<file path="src/sv/cgcl_pkg.sv">
// ----------------------------------------------------------------------------
// cgcl_pkg: shared types and codes of the cylindrical grid cell locator
// Command codes, register indexes, the sequencer state type and the control
// bundles that the sequencer hands to the width cells and the search unit.
// ----------------------------------------------------------------------------
package cgcl_pkg;

  // command codes carried in the input tuser
  localparam logic [1:0] CMD_LOAD_RADIAL = 2'd0;
  localparam logic [1:0] CMD_LOAD_AXIAL  = 2'd1;
  localparam logic [1:0] CMD_LOCATE      = 2'd2;

  // configuration register indexes
  localparam logic [1:0] REG_RADIAL_CELLS = 2'd0;
  localparam logic [1:0] REG_AXIAL_CELLS  = 2'd1;
  localparam logic [1:0] REG_ROW_STRIDE   = 2'd2;

  // configuration reset values
  localparam logic [8:0] RADIAL_CELLS_RST = 9'd256;
  localparam logic [8:0] AXIAL_CELLS_RST  = 9'd256;
  localparam logic [8:0] ROW_STRIDE_RST   = 9'd258;

  // sequencer states
  typedef enum logic [2:0] {
    ST_IDLE,
    ST_SQX,
    ST_SQY,
    ST_SUM,
    ST_WALK,
    ST_DRAIN0,
    ST_DRAIN1,
    ST_FIN
  } state_t;

  // control of the width cells
  typedef struct packed {
    logic        shift;
    logic        wr_radial;
    logic        wr_axial;
    logic [7:0]  wr_index;
    logic [31:0] wr_data;
  } cell_ctrl_t;

  // control of the search unit
  typedef struct packed {
    logic sq_x;
    logic sq_y;
    logic sq_sum;
    logic clear;
    logic step;
    logic take_r;
    logic take_a;
  } srch_ctrl_t;

endpackage

</file>
<file path="src/sv/cgcl_cell.sv">
// ----------------------------------------------------------------------------
// cgcl_cell: one position of the rotating width chain
// Holds one radial and one axial width. Loads its own entry when idle and
// takes its neighbor's widths on every shift of a locate walk.
// ----------------------------------------------------------------------------
module cgcl_cell #(
  parameter int unsigned K     = 0,
  parameter bit          HAS_R = 1'b1,
  parameter bit          HAS_A = 1'b1
) (
  input  logic                  clk,
  input  cgcl_pkg::cell_ctrl_t  ctrl,
  input  logic [31:0]           nb_radial,
  input  logic [31:0]           nb_axial,
  output logic [31:0]           radial_w,
  output logic [31:0]           axial_w
);

  logic hit;

  // entry select for loads
  assign hit = (32'(ctrl.wr_index) == 32'(K));

  // width storage, rotating during a walk
  always_ff @(posedge clk) begin
    if (ctrl.shift) begin
      radial_w <= nb_radial;
      axial_w  <= nb_axial;
    end else begin
      if (HAS_R && ctrl.wr_radial && hit) begin
        radial_w <= ctrl.wr_data;
      end
      if (HAS_A && ctrl.wr_axial && hit) begin
        axial_w <= ctrl.wr_data;
      end
    end
  end

endmodule

</file>
<file path="config.mk">
export PLATFORM = sky130hd
export DESIGN_NAME = cgcl_cell
export DESIGN_NICKNAME = d
export VERILOG_FILES = /design/src/sv/cgcl_pkg.sv /design/src/sv/cgcl_cell.sv
export SDC_FILE = /design/constraint.sdc
export NUM_CORES = 1
export LEC_CHECK = 0
export ABC_AREA = 1
export ABC_CLOCK_PERIOD_IN_PS = 2500
export BUFFER_PORTS_ARGS = -buffer_cell sky130_fd_sc_hd__buf_2
export CORE_MARGIN = 3
export CORE_UTILIZATION = 42
export DETAILED_ROUTE_END_ITERATION = 7
export HOLD_SLACK_MARGIN = 0.02
export PLACE_DENSITY = 0.8
export REMOVE_ABC_BUFFERS = 1
export SLEW_MARGIN = 20
export SYNTH_ARGS = -nofsm -noshare
export SYNTH_HDL_FRONTEND = slang
export SYNTH_SLANG_ARGS = --single-unit
</file>
<file path="constraint.sdc">
create_clock -name clk -period 2.5 [get_ports clk]
set_input_delay 0.5 -clock clk [delete_from_list [all_inputs] [get_ports clk]]
set_output_delay 0.5 -clock clk [all_outputs]
set_load 0.005 [all_outputs]
</file>
# Yosys cells after proc, flatten, opt, wreduce, memory -nomap -nowiden
# Cells that the tools add are included.
[op_classes]
mul = 0
shift = 0
mux = 4
div_mod_pow = 0
n_lt_le_gt_ge = 0
bitwise_logic = 0
n_reduce_logical = 5
n_addsub = 0
n_eq_ne = 0
[ops]
columns = ["op", "n"]
rows = [
  ["2-to-1 mux 32 bit", 4],
  ["zero test 8 bit", 1],
  ["nonzero test 2 bit", 2],
  ["logical AND 1 bit", 2],
]
[word_totals]
mem_count = 0
output_inout_bits = 64
inputBits = 108
romBits = 0
regBits = 64
latch_bits = 0
elab_cells = 11
mem_bits_rw = 0

# Logic depth before layout (Yosys ltp)
[depth]
word_depth = 4
depth_mapped = 5
ltp_nobuf = 5

# Least setup slack after synthesis
# No wires, ideal clock.
[synth_path]
path_kind = "input-to-reg"
start = "input ctrl[39] (netlist bit)"
end = "register axial_w[0], enable pin"
required_time_ns = 2.111
path_stages = 5
path_slack_ns = 0.600
arrival_ns = 1.510
setup_ns = 0.389
path_buffers = 0
path_cell_list = "nor2_1 -> nand2_1 -> nor2_1 -> nand2_1 -> nand2_1"
[synth_between]
elab_chain_cells = 3
[synth_rtl]
columns = ["element", "line", "text"]
rows = [
  ["from (decl)", "cgcl_cell.sv:12", "input cgcl_pkg::cell_ctrl_t ctrl,"],
  ["zero test 8 bit", "cgcl_cell.sv:22", "assign hit = (32'(ctrl.wr_index) == 32'(K));"],
  ["logical AND 1 bit", "cgcl_cell.sv:33", "if (HAS_A && ctrl.wr_axial && hit) begin"],
  ["nonzero test 2 bit (no source line)", "--", ""],
  ["to (signal assigned)", "cgcl_cell.sv:28", "axial_w <= nb_axial;"],
  ["to (signal assigned)", "cgcl_cell.sv:34", "axial_w <= ctrl.wr_data;"],
  ["to (decl)", "cgcl_cell.sv:16", "output logic [31:0] axial_w"],
]
# No other way between the ends.
# A chain may end at the register's enable or synchronous reset.

# Worst setup path in the final report
[layout_path]
start = "input ctrl[33] (netlist bit)"
end = "register radial_w[12], enable pin"
[layout_between]
elab_chain_cells = 3
[layout_rtl]
columns = ["element", "line", "text"]
rows = [
  ["zero test 8 bit", "cgcl_cell.sv:22", ""],
  ["logical AND 1 bit", "cgcl_cell.sv:30", "if (HAS_R && ctrl.wr_radial && hit) begin"],
  ["nonzero test 2 bit (no source line)", "--", ""],
  ["to (signal assigned)", "cgcl_cell.sv:27", "radial_w <= nb_radial;"],
  ["to (signal assigned)", "cgcl_cell.sv:31", "radial_w <= ctrl.wr_data;"],
  ["to (decl)", "cgcl_cell.sv:15", "output logic [31:0] radial_w,"],
]
# No other way between the ends.

==> impl_metrics.ini <==
[timing]
tightest_slew_ns = 0.398
hold_viol = 0
period_needed_ns = 1.40
maxSlewViolCount = 0
final.setup.tns_ns = 0
fmax_ghz = 0.716
period_share = 0.559
finalSetupViolCount = 0
rsz0062_at_grt = no
slew_headroom = 0.735
holdWs_ns = 0.450

[logic_synthesis]
synth_fa_ha_area_frac = 0
synth.mux.area_fraction = 0
ys_warn_count = 0
avgSynthCellArea_um2 = 10.9
synth_cells = 246
syn_area_um2 = 2670
synth_cell_types = 7
synth_top_family_by_area = simple AND/OR/NAND/NOR gates
ys_seq_elements = 64
yosysSeqAreaShare = 0.719
synth_xor_area_frac = 0
synth_compound_area_frac = 0
yosys.area_share.simple = 0.240

[route]
firstDrtPassIters = 4
drtAntennaViolNets = 0
viasPerCell = 4.57
drt_iter0_drc = 127
wl_um = 6360
via_count = 2292
routedWlPerCell_um = 12.7
drc = 0

[layout]
drive_above_1_share = 0.441
finalCoreUtilization = 0.614
nNetsFinal = 532
n_antenna_cell = 0
fin_area_um2 = 3700
synthToLayoutAreaGrowth_pct = 38.5

[cts]
clock_path_buffers = 2
cts_made_buffers = 9
cts_tree = built
cts_setup_buffers = 0
htree_levels = 3
cts-resized-gates = 0
ctsHoldBuffers = 0
cts_sinks = 64
ctsRootBufferMaster = clkbuf_8
cts.clk_slew.worst_paths_ns = 0.06

[grt]
track_usage = 0.175
grt_pass1_wl_um = 9850
antenna_found_initial = 0
grt_pass1_vias = 2229
overflow = 0
grt_max_degree = 33

[floorplan]
io_pins = 172
die_h_um = 85.8
coreArea_um2 = 6030
die-area_um2 = 7360
rows = 28
die_w_um = 85.8
initial_utilization = 0.444

[setup_path]
worstPathMaxFanout = 32
cp.arrival_ns = 1.36
cp_data_required_time_ns = 2.47
worst-setup-path-type = in2reg
worst_setup_path_start_kind = primary input
crit_path_end_kind = flip-flop

[placed_design]
numPortBuffers = 171
gp_congestion = 0.782
dp_hpwl_um = 4970
postPlaceCellArea_um2 = 3560

[pwr]
irDropWorstVdd_mv = 0.303
leakagePower_nw = 1.92
p_per_area_nw_per_um2 = 624

[run]
cap_violations = 0

[hold_path]
hp-class = in2reg

[status]
outcome = finished, final reports clean
flip-flops by register name, summed over array words and instances, names as in the netlist:
| register | count |
|---|---|
| axial_w | 32 |
| radial_w | 32 |
kinds of logic (layout without fill, tap and decap cells):
group / after synthesis / count (layout)
AND/OR/NAND/NOR: 171 / 171
flip-flops: 64 / 64
buffers and inverters: 11 / 191
per-stage QoR:
stage / setup slack (ns) / std cells / power, W
floorplan: 0.600 / 236 / 0.00145
global placement: 0.779 / 488 / 0.00166
detailed placement: 0.749 / 488 / 0.00168
CTS: 1.09 / 501 / 0.00234
global route: 1.02 / 501 / 0.00243
finish: 1.10 / 501 / 0.00231
synth_stat cells:
master | n | area share
nand2_1 | 166 | 0.23
edfxtp_1 | 64 | 0.72
clkbuf_8 | 6 | 0.031
nor2_1 | 5 | 0.0070
buf_2 | 3 | 0.0056
buf_4 | 1 | 0.0028
inv_2 | 1 | 0.0014
critical path: stages:
cell and delay, ns:
buf_2 0.10, nor2_1 0.11, nand2_1 0.06, nor2_1 0.11, nand2_1 0.06, nand2_1 0.05, buf_4 0.36
power breakdown:
part           switching, W  total [W]  internal [W]
Combinational      0.000164   0.000320      0.000156
Clock              0.000328   0.000662      0.000334
Sequential        0.0000269    0.00133       0.00130
Total              0.000519    0.00231       0.00179
metal layers:
metal / track usage / wire length, um / vias to the layer above
met5: 0 / 0 / -
met4: 0.0906 / 146 / 0
met3: 0.0519 / 645 / 12
met2: 0.302 / 3230 / 110
met1: 0.197 / 2340 / 1016
li1: - / - / 1154
path summary, 6_finish.rpt:
kind / cells past startpoint / slack (ns) / start / endpoint
max: 7 / 1.10 / ctrl[33] / radial_w[12]$_DFFE_PP_
min: 3 / 0.45 / nb_radial[0] / radial_w[0]$_DFFE_PP_
cell usage in the layout, fill, tap and decap left out:
master	n
clkbuf_1	1
buf_4	6
clkbuf_8	9
clkinv_2	1
buf_2	171
edfxtp_1	64
clkinv_1	2
nand2_1	166
nor2_1	5
inv_2	1
area by class of cell:
type / instances / area (um2)
well taps: 75 / 93.8
inverters: 1 / 3.75
flip-flops and latches: 64 / 1920
fillers: 524 / 2320
repair buffers: 177 / 901
clock inverters: 3 / 12.5
multi-input cells: 171 / 642
clock buffers: 10 / 128
Note: power is estimated with default switching activity, not from simulation.
