## src/sv/cgcl_pkg.sv

```systemverilog
// ----------------------------------------------------------------------------
// cgcl_pkg: shared types and codes of the cylindrical grid cell locator
// Command codes, register indexes, the sequencer state type and the control
// bundles that the sequencer hands to the width cells and the search unit.
// ----------------------------------------------------------------------------
package cgcl_pkg;

  // command codes carried in the input tuser
  localparam logic [1:0] CMD_LOAD_RADIAL = 2'd0;
  localparam logic [1:0] CMD_LOAD_AXIAL  = 2'd1;
  localparam logic [1:0] CMD_LOCATE      = 2'd2;

  // configuration register indexes
  localparam logic [1:0] REG_RADIAL_CELLS = 2'd0;
  localparam logic [1:0] REG_AXIAL_CELLS  = 2'd1;
  localparam logic [1:0] REG_ROW_STRIDE   = 2'd2;

  // configuration reset values
  localparam logic [8:0] RADIAL_CELLS_RST = 9'd256;
  localparam logic [8:0] AXIAL_CELLS_RST  = 9'd256;
  localparam logic [8:0] ROW_STRIDE_RST   = 9'd258;

  // sequencer states
  typedef enum logic [2:0] {
    ST_IDLE,
    ST_SQX,
    ST_SQY,
    ST_SUM,
    ST_WALK,
    ST_DRAIN0,
    ST_DRAIN1,
    ST_FIN
  } state_t;

  // control of the width cells
  typedef struct packed {
    logic        shift;
    logic        wr_radial;
    logic        wr_axial;
    logic [7:0]  wr_index;
    logic [31:0] wr_data;
  } cell_ctrl_t;

  // control of the search unit
  typedef struct packed {
    logic sq_x;
    logic sq_y;
    logic sq_sum;
    logic clear;
    logic step;
    logic take_r;
    logic take_a;
  } srch_ctrl_t;

endpackage

```

## src/sv/cgcl_search.sv

```systemverilog
// ----------------------------------------------------------------------------
// cgcl_search: radius squaring and running-sum search
// Squares |x| and |y| through one shared multiplier, then follows the widths
// leaving the head of the chain: running sums, squared radial sum, and the
// first cell whose sum passes the point, radially and axially.
// ----------------------------------------------------------------------------
module cgcl_search #(
  parameter int NCELL = 256
) (
  input  logic                         clk,
  input  logic                         rst,
  input  cgcl_pkg::srch_ctrl_t         ctrl,
  input  logic [$clog2(NCELL)-1:0]     tag,
  input  logic [31:0]                  ax,
  input  logic [31:0]                  ay,
  input  logic [30:0]                  z_mag,
  input  logic [31:0]                  head_radial,
  input  logic [31:0]                  head_axial,
  output logic                         found_r,
  output logic                         found_a,
  output logic [$clog2(NCELL)-1:0]     rad_idx,
  output logic [$clog2(NCELL)-1:0]     ax_idx
);

  localparam int IW   = $clog2(NCELL);
  localparam int SUMW = 32 + $clog2(NCELL);

  logic [31:0]     mul_op;
  logic [63:0]     mul_res;
  logic [63:0]     prod;
  logic [63:0]     r2;
  logic [SUMW-1:0] sum_r;
  logic [SUMW-1:0] sum_a;
  logic            va_r;
  logic            va_a;
  logic [IW-1:0]   tag_a;
  logic            vb;
  logic            big_b;
  logic [IW-1:0]   tag_b;

  // shared squarer
  assign mul_op  = ctrl.sq_x ? ax : (ctrl.sq_y ? ay : sum_r[31:0]);
  assign mul_res = mul_op * mul_op;

  always_ff @(posedge clk) begin
    prod <= mul_res;
  end

  // radius squared from the two squares
  always_ff @(posedge clk) begin
    if (ctrl.sq_y) begin
      r2 <= prod;
    end else if (ctrl.sq_sum) begin
      r2 <= r2 + prod;
    end
  end

  // stage a: running sums of the widths at the chain head
  always_ff @(posedge clk) begin
    if (ctrl.clear) begin
      sum_r <= '0;
      sum_a <= '0;
    end else if (ctrl.step) begin
      sum_r <= sum_r + SUMW'(head_radial);
      sum_a <= sum_a + SUMW'(head_axial);
    end
    tag_a <= tag;
  end

  always_ff @(posedge clk) begin
    if (rst) begin
      va_r <= 1'b0;
      va_a <= 1'b0;
      vb   <= 1'b0;
    end else begin
      va_r <= ctrl.step && ctrl.take_r;
      va_a <= ctrl.step && ctrl.take_a;
      vb   <= va_r;
    end
  end

  // stage b: square of the radial sum alongside its tag
  always_ff @(posedge clk) begin
    big_b <= |sum_r[SUMW-1:32];
    tag_b <= tag_a;
  end

  // first axial sum above z
  always_ff @(posedge clk) begin
    if (rst) begin
      found_a <= 1'b0;
    end else if (ctrl.clear) begin
      found_a <= 1'b0;
    end else if (va_a && !found_a && (sum_a > SUMW'(z_mag))) begin
      found_a <= 1'b1;
    end
  end

  always_ff @(posedge clk) begin
    if (va_a && !found_a && (sum_a > SUMW'(z_mag))) begin
      ax_idx <= tag_a;
    end
  end

  // stage c: first radial sum whose square passes r2
  always_ff @(posedge clk) begin
    if (rst) begin
      found_r <= 1'b0;
    end else if (ctrl.clear) begin
      found_r <= 1'b0;
    end else if (vb && !found_r && (big_b || (prod > r2))) begin
      found_r <= 1'b1;
    end
  end

  always_ff @(posedge clk) begin
    if (vb && !found_r && (big_b || (prod > r2))) begin
      rad_idx <= tag_b;
    end
  end

endmodule

```

## config.mk

```make
export PLATFORM = sky130hd
export DESIGN_NAME = cgcl_search
export DESIGN_NICKNAME = d
export VERILOG_FILES = /design/src/sv/cgcl_pkg.sv /design/src/sv/cgcl_search.sv
export SDC_FILE = /design/constraint.sdc
export NUM_CORES = 2
export LEC_CHECK = 0
export BUFFER_PORTS_ARGS = -buffer_cell sky130_fd_sc_hd__buf_2
export CAP_MARGIN = 20
export CORE_ASPECT_RATIO = 0.75
export CORE_MARGIN = 4
export CORE_UTILIZATION = 40
export CTS_CLUSTER_DIAMETER = 120
export DETAILED_ROUTE_END_ITERATION = 10
export GPL_TIMING_DRIVEN = 0
export HOLD_SLACK_MARGIN = 0.05
export MAX_ROUTING_LAYER = met4
export PLACE_DENSITY = 0.66
export SYNTH_ARGS = -nofsm -noshare
export SYNTH_HDL_FRONTEND = slang
export SYNTH_SLANG_ARGS = --single-unit
```

## constraint.sdc

```tcl
create_clock -name clk -period 13.55 [get_ports clk]
set_input_delay 1.355 -clock clk [delete_from_list [all_inputs] [get_ports clk]]
set_output_delay 1.355 -clock clk [all_outputs]
set_load 0.02 [all_outputs]
```

# ---- Yosys cells after proc, flatten, opt, wreduce, memory -nomap -nowiden
# Cells that the tools add are included.
dict set report totals {
  romBits 0
  elab_cells 36
  register_bits 246
  n_memories 0
  out_inout_bits 18
  in_bits 176
  latch_bits 0
  ramBits 0
}
dict set report op_classes {
  n_reduce_logical 12
  multipliers 1
  n_mux 4
  div 0
  shift 0
  add_sub_neg 3
  n_bitwise 0
  n_lt_le_gt_ge 2
  n_eq_ne 0
}
# operator n
set ops {}
lappend ops {{64-bit two-way mux} 2}
lappend ops {{40-bit by 32-bit adder with 40-bit output} 2}
lappend ops {{64-bit adder} 1}
lappend ops {{64-bit > comparator} 1}
lappend ops {{32-bit by 32-bit multiplier with 64-bit output} 1}
lappend ops {{32-bit two-way mux} 2}
lappend ops {{40-bit by 31-bit > comparator with 1-bit output} 1}
lappend ops {{8-bit OR reduction} 1}
lappend ops {{1-bit logical AND} 6}
lappend ops {{1-bit logical NOT} 2}
lappend ops {{2-bit nonzero test} 1}
lappend ops {{2-bit OR reduction} 1}
lappend ops {{1-bit logical OR} 1}

# ---- Logic depth before layout (Yosys ltp)
dict set report logic_depth {
  depth_word 3
  mapped_depth 38
  depth_no_buf 34
}

# ---- Worst setup path before layout
# OpenSTA, ideal clock, no wires.
dict set report synth_timing {
  path_type {input -> register}
  startpoint {in ctrl[5] (netlist bit)}
  endpoint {reg prod[59]}
  stages 36
  required_ns 13.478
  arrival_ns 9.889
  setup_ns 0.072
  setup_slack_ns 3.588
  path_cell_list {clkbuf_1 > clkbuf_1 > mux2i_1 > o21a_1 > inv_1 > clkbuf_1 > buf_1 > nand2_1 > fa_1 > inv_1 > fa_1 > inv_1 > fa_1 > fa_1 > inv_1 > fa_1 > inv_1 > fa_1 > inv_1 > fa_1 > inv_1 > fa_1 > inv_1 > ha_1 > a21o_1 > nand2b_1 > a21oi_1 > a21oi_1 > o211ai_1 > o22ai_1 > a32oi_1 > nand2b_1 > a31o_2 > a21bo_2 > a31oi_1 > xnor2_1}
}
dict set report synth_between {
  elab_chain_cells 3
}
# item line_no
set synth_lines {}
lappend synth_lines {{from (decl)} cgcl_search.sv:12} ;# input cgcl_pkg::srch_ctrl_t ctrl,
lappend synth_lines {{32-bit two-way mux (2 in series)} cgcl_search.sv:42} ;# assign mul_op = ctrl.sq_x ? ax : (ctrl.sq_y ? ay : sum_r[31:0]);
lappend synth_lines {{32-bit by 32-bit multiplier with 64-bit output} cgcl_search.sv:43} ;# assign mul_res = mul_op * mul_op;
lappend synth_lines {{named net mul_res[59]} cgcl_search.sv:29} ;# logic [63:0] mul_res;
lappend synth_lines {{to (signal assigned)} cgcl_search.sv:46} ;# prod <= mul_res;
lappend synth_lines {{to (decl)} cgcl_search.sv:30} ;# logic [63:0] prod;
# The timed path passes the listed nets, and every way through them passes these cells.
# A chain may end at the register's enable or synchronous reset.

# ---- Final worst setup path
dict set report layout_timing {
  startpoint {in ctrl[5] (netlist bit)}
  endpoint {reg prod[61]}
}
# Same word-level chain as after synthesis.

==> metrics.md <==
| Metric | Value |
|---|---|
| Final setup fails | 0 |
| CTS root buf | clkbuf_16 |
| All-Layer GR Usage | 27.25% |
| Core area | 113900 µm² |
| Most common cell in the netlist | inv_1 |
| Ys async rst share | 0% |
| Post-Syn Nets | 6685 |
| TritonCTS clock tree | built |
| Status | finished, final reports clean |
| Post-CTS setup buffers | 0 |
| FMAX | 79.66 MHz |
| Max-cap viol count | 0 |
| Syn avg cell area | 8.854 µm² |
| Final period utilization | 92.65% |
| H-tree depth reported by CTS | 1 |
| RSZ-0062 raised after global routing | no |
| Seq/Total Area, Yosys | 12.38% |
| CTS Hold Buffers Added | 0 |
| Final core utilization | 44.11% |
| First-pass GRT wire length | 239300 µm |
| Die height | 302.0 µm |
| Global route overflow | 0 |
| Slew HR | 6.266% |
| IO Count | 194 |
| Post-route cell area | 50260 µm² |
| Starting Density | 40.45% |
| Cts repair resizes | 0 |
| Synth top area cells | fa_1, ha_1, inv_1, dfxtp_1, edfxtp_1 |
| Crit path DAT | 13.09 ns |
| Dpl cell area | 49140 µm² |
| Cells after Synth | 5205 |
| PortBufs | 190 |
| Distinct cells, synth | 84 |
| Final wirelength | 158600 µm |
| Startpoint Class | input pin |
| Slowest cell on crit path | clkinv_1 |
| Worst path buffer plus inverter count | 7 |
| Most Frequent Cell on Critical Path | fa_1 |
| Fraction of final layout cells sized beyond drive strength 1 | 5.636% |
| Cell taking the most area after synthesis | fa_1 |
| Final Hold Viols | 0 |
| Vias per cell | 5.329 |
| Layout Area Growth over Synthesis | 9.049% |
| Setup TNS | 0 ns |
| Gpl congestion | 1.036 |
| Ys Warns | 0 |
| Row cnt | 107 |
| Worst Path Required | 14.09 ns |
| CP Capture Type | register |
| Most used DFF post-synth | dfxtp_1 |
| Final ANT Viol Nets | 0 |
| Worst Tran Pin Value | 1.406 ns |
| Leading cell types by count after synthesis | inv_1, fa_1, ha_1 |
| Pre-antenna DRT Iters | 6 |
| Via Count | 37.31k |
| Fin. max-slew vios | 0 |
| Clock Tree Buf Depth | 3 |
| CTS Buf Count | 30 |
| Synth top area share | 34.49% |
| Worst-path clk slew | 0.06 ns |
| Crit-path max cell delay | 1.10 ns |
| Drt initial violations | 3937 |
| Min cycle time layout | 12.55 ns |
| Yosys reg bits | 245 |
| Clk sink count | 245 |
| Clock Latency Late Sink | 0.62 ns |
| Vias in the first global route | 37.64k |
| Die Wd | 399.9 µm |
| # DRC | 0 |
| Antenna violations before repair | 7 |
| Post-DP HPWL | 133200 µm |
| Layout net count | 6921 |
| Mapped Area | 46090 µm² |
| Hold Crit Class | reg2reg |
| DIE AREA | 120800 µm² |
| Largest net degree at the start of global routing | 50 |
| Post-synth EDFFs | 80 |
| Clock Skews | 0.02796 ns |
| Largest delay share family, worst path | adder cells |
| CP Max Fanout | 10 |
| Routed WL per cell | 22.66 µm |
| Crit path kind | in2reg |
final timing paths:
check             slack [ns]        to  cells after the start      from
setup / recovery         1.0  prod[61]                     30   ctrl[5]
hold / removal          0.34  tag_b[4]                      0  tag_a[4]
hold reg to reg         0.34  tag_b[4]                      0  tag_a[4]
setup reg to reg        2.52  prod[61]                     28  sum_r[7]
flip-flops by register name, indices dropped and copies added (netlist names):
name and count:
r2 64, prod 63, sum_a 40, sum_r 40, ax_idx 8, rad_idx 8
tag_a 8, tag_b 8, big_b 1, found_a 1, found_r 1, va_a 1
va_r 1, vb 1
per-stage QoR:
stage                     std cells  hold WS, ns  worst slack (ns)
final                          7001       0.3389            0.9966
after global routing           7000       0.3365            0.7636
after CTS                      6989       0.3009             1.493
after detailed placement       6933       0.3392            0.8384
after global placement         6921       0.3313            0.6360
after floorplan                5205       0.3265             3.588
placed cells by master, fill, tap and decap left out, drive strengths merged, types with 26 or more instances in the layout:
cell type and count:
xor2 59, o21bai 39, nor2 483, clkbuf 196, edfxtp 80, ha 510
buf 220, a21oi 258, nand3 46, a21o 109, nand2 419, nand4 48
xnor2 150, nor3 52, nor2b 40, fa 794, o21ai 186, mux2i 70
nand2b 26, o21a 46, inv 1167, dfxtp 165, nor4 28
logic make-up after synthesis:
| kind of cell | synth area share, % |
|---|---|
| AND/OR/NAND/NOR | 11.57 |
| AO/OA/AOI/OAI | 11.01 |
| multiplexers | 1.765 |
| flip-flops | 12.38 |
| XOR/XNOR | 3.972 |
| adder cells (fa/ha/maj) | 48.34 |
| buffers and inverters | 10.96 |
metal layers:
layer  vias up  share of wire [%]  global-route usage (%)
li1      16880                  -                       -
met1     18470                 46                   39.82
met5         -                  0                       -
met4         0                2.7                   5.686
met3       258                 13                   9.689
met2      1707                 39                   35.98
cell type report:
| type | instances | area [µm²] |
|---|---|---|
| diodes | 10 | 25.02 |
| plain buffers | 175 | 658.1 |
| clock buffers | 37 | 807.0 |
| clock inverters | 19 | 256.5 |
| fillers | 11250 | 63670 |
| inverters | 1170 | 4392 |
| multi-input cells | 3615 | 35360 |
| flip-flops and latches | 245 | 5705 |
| well taps | 1526 | 1909 |
| repair buffers | 204 | 1141 |
Power is not shown: default switching activity piles up to over one toggle a cycle in this logic, so the estimate is an artifact.
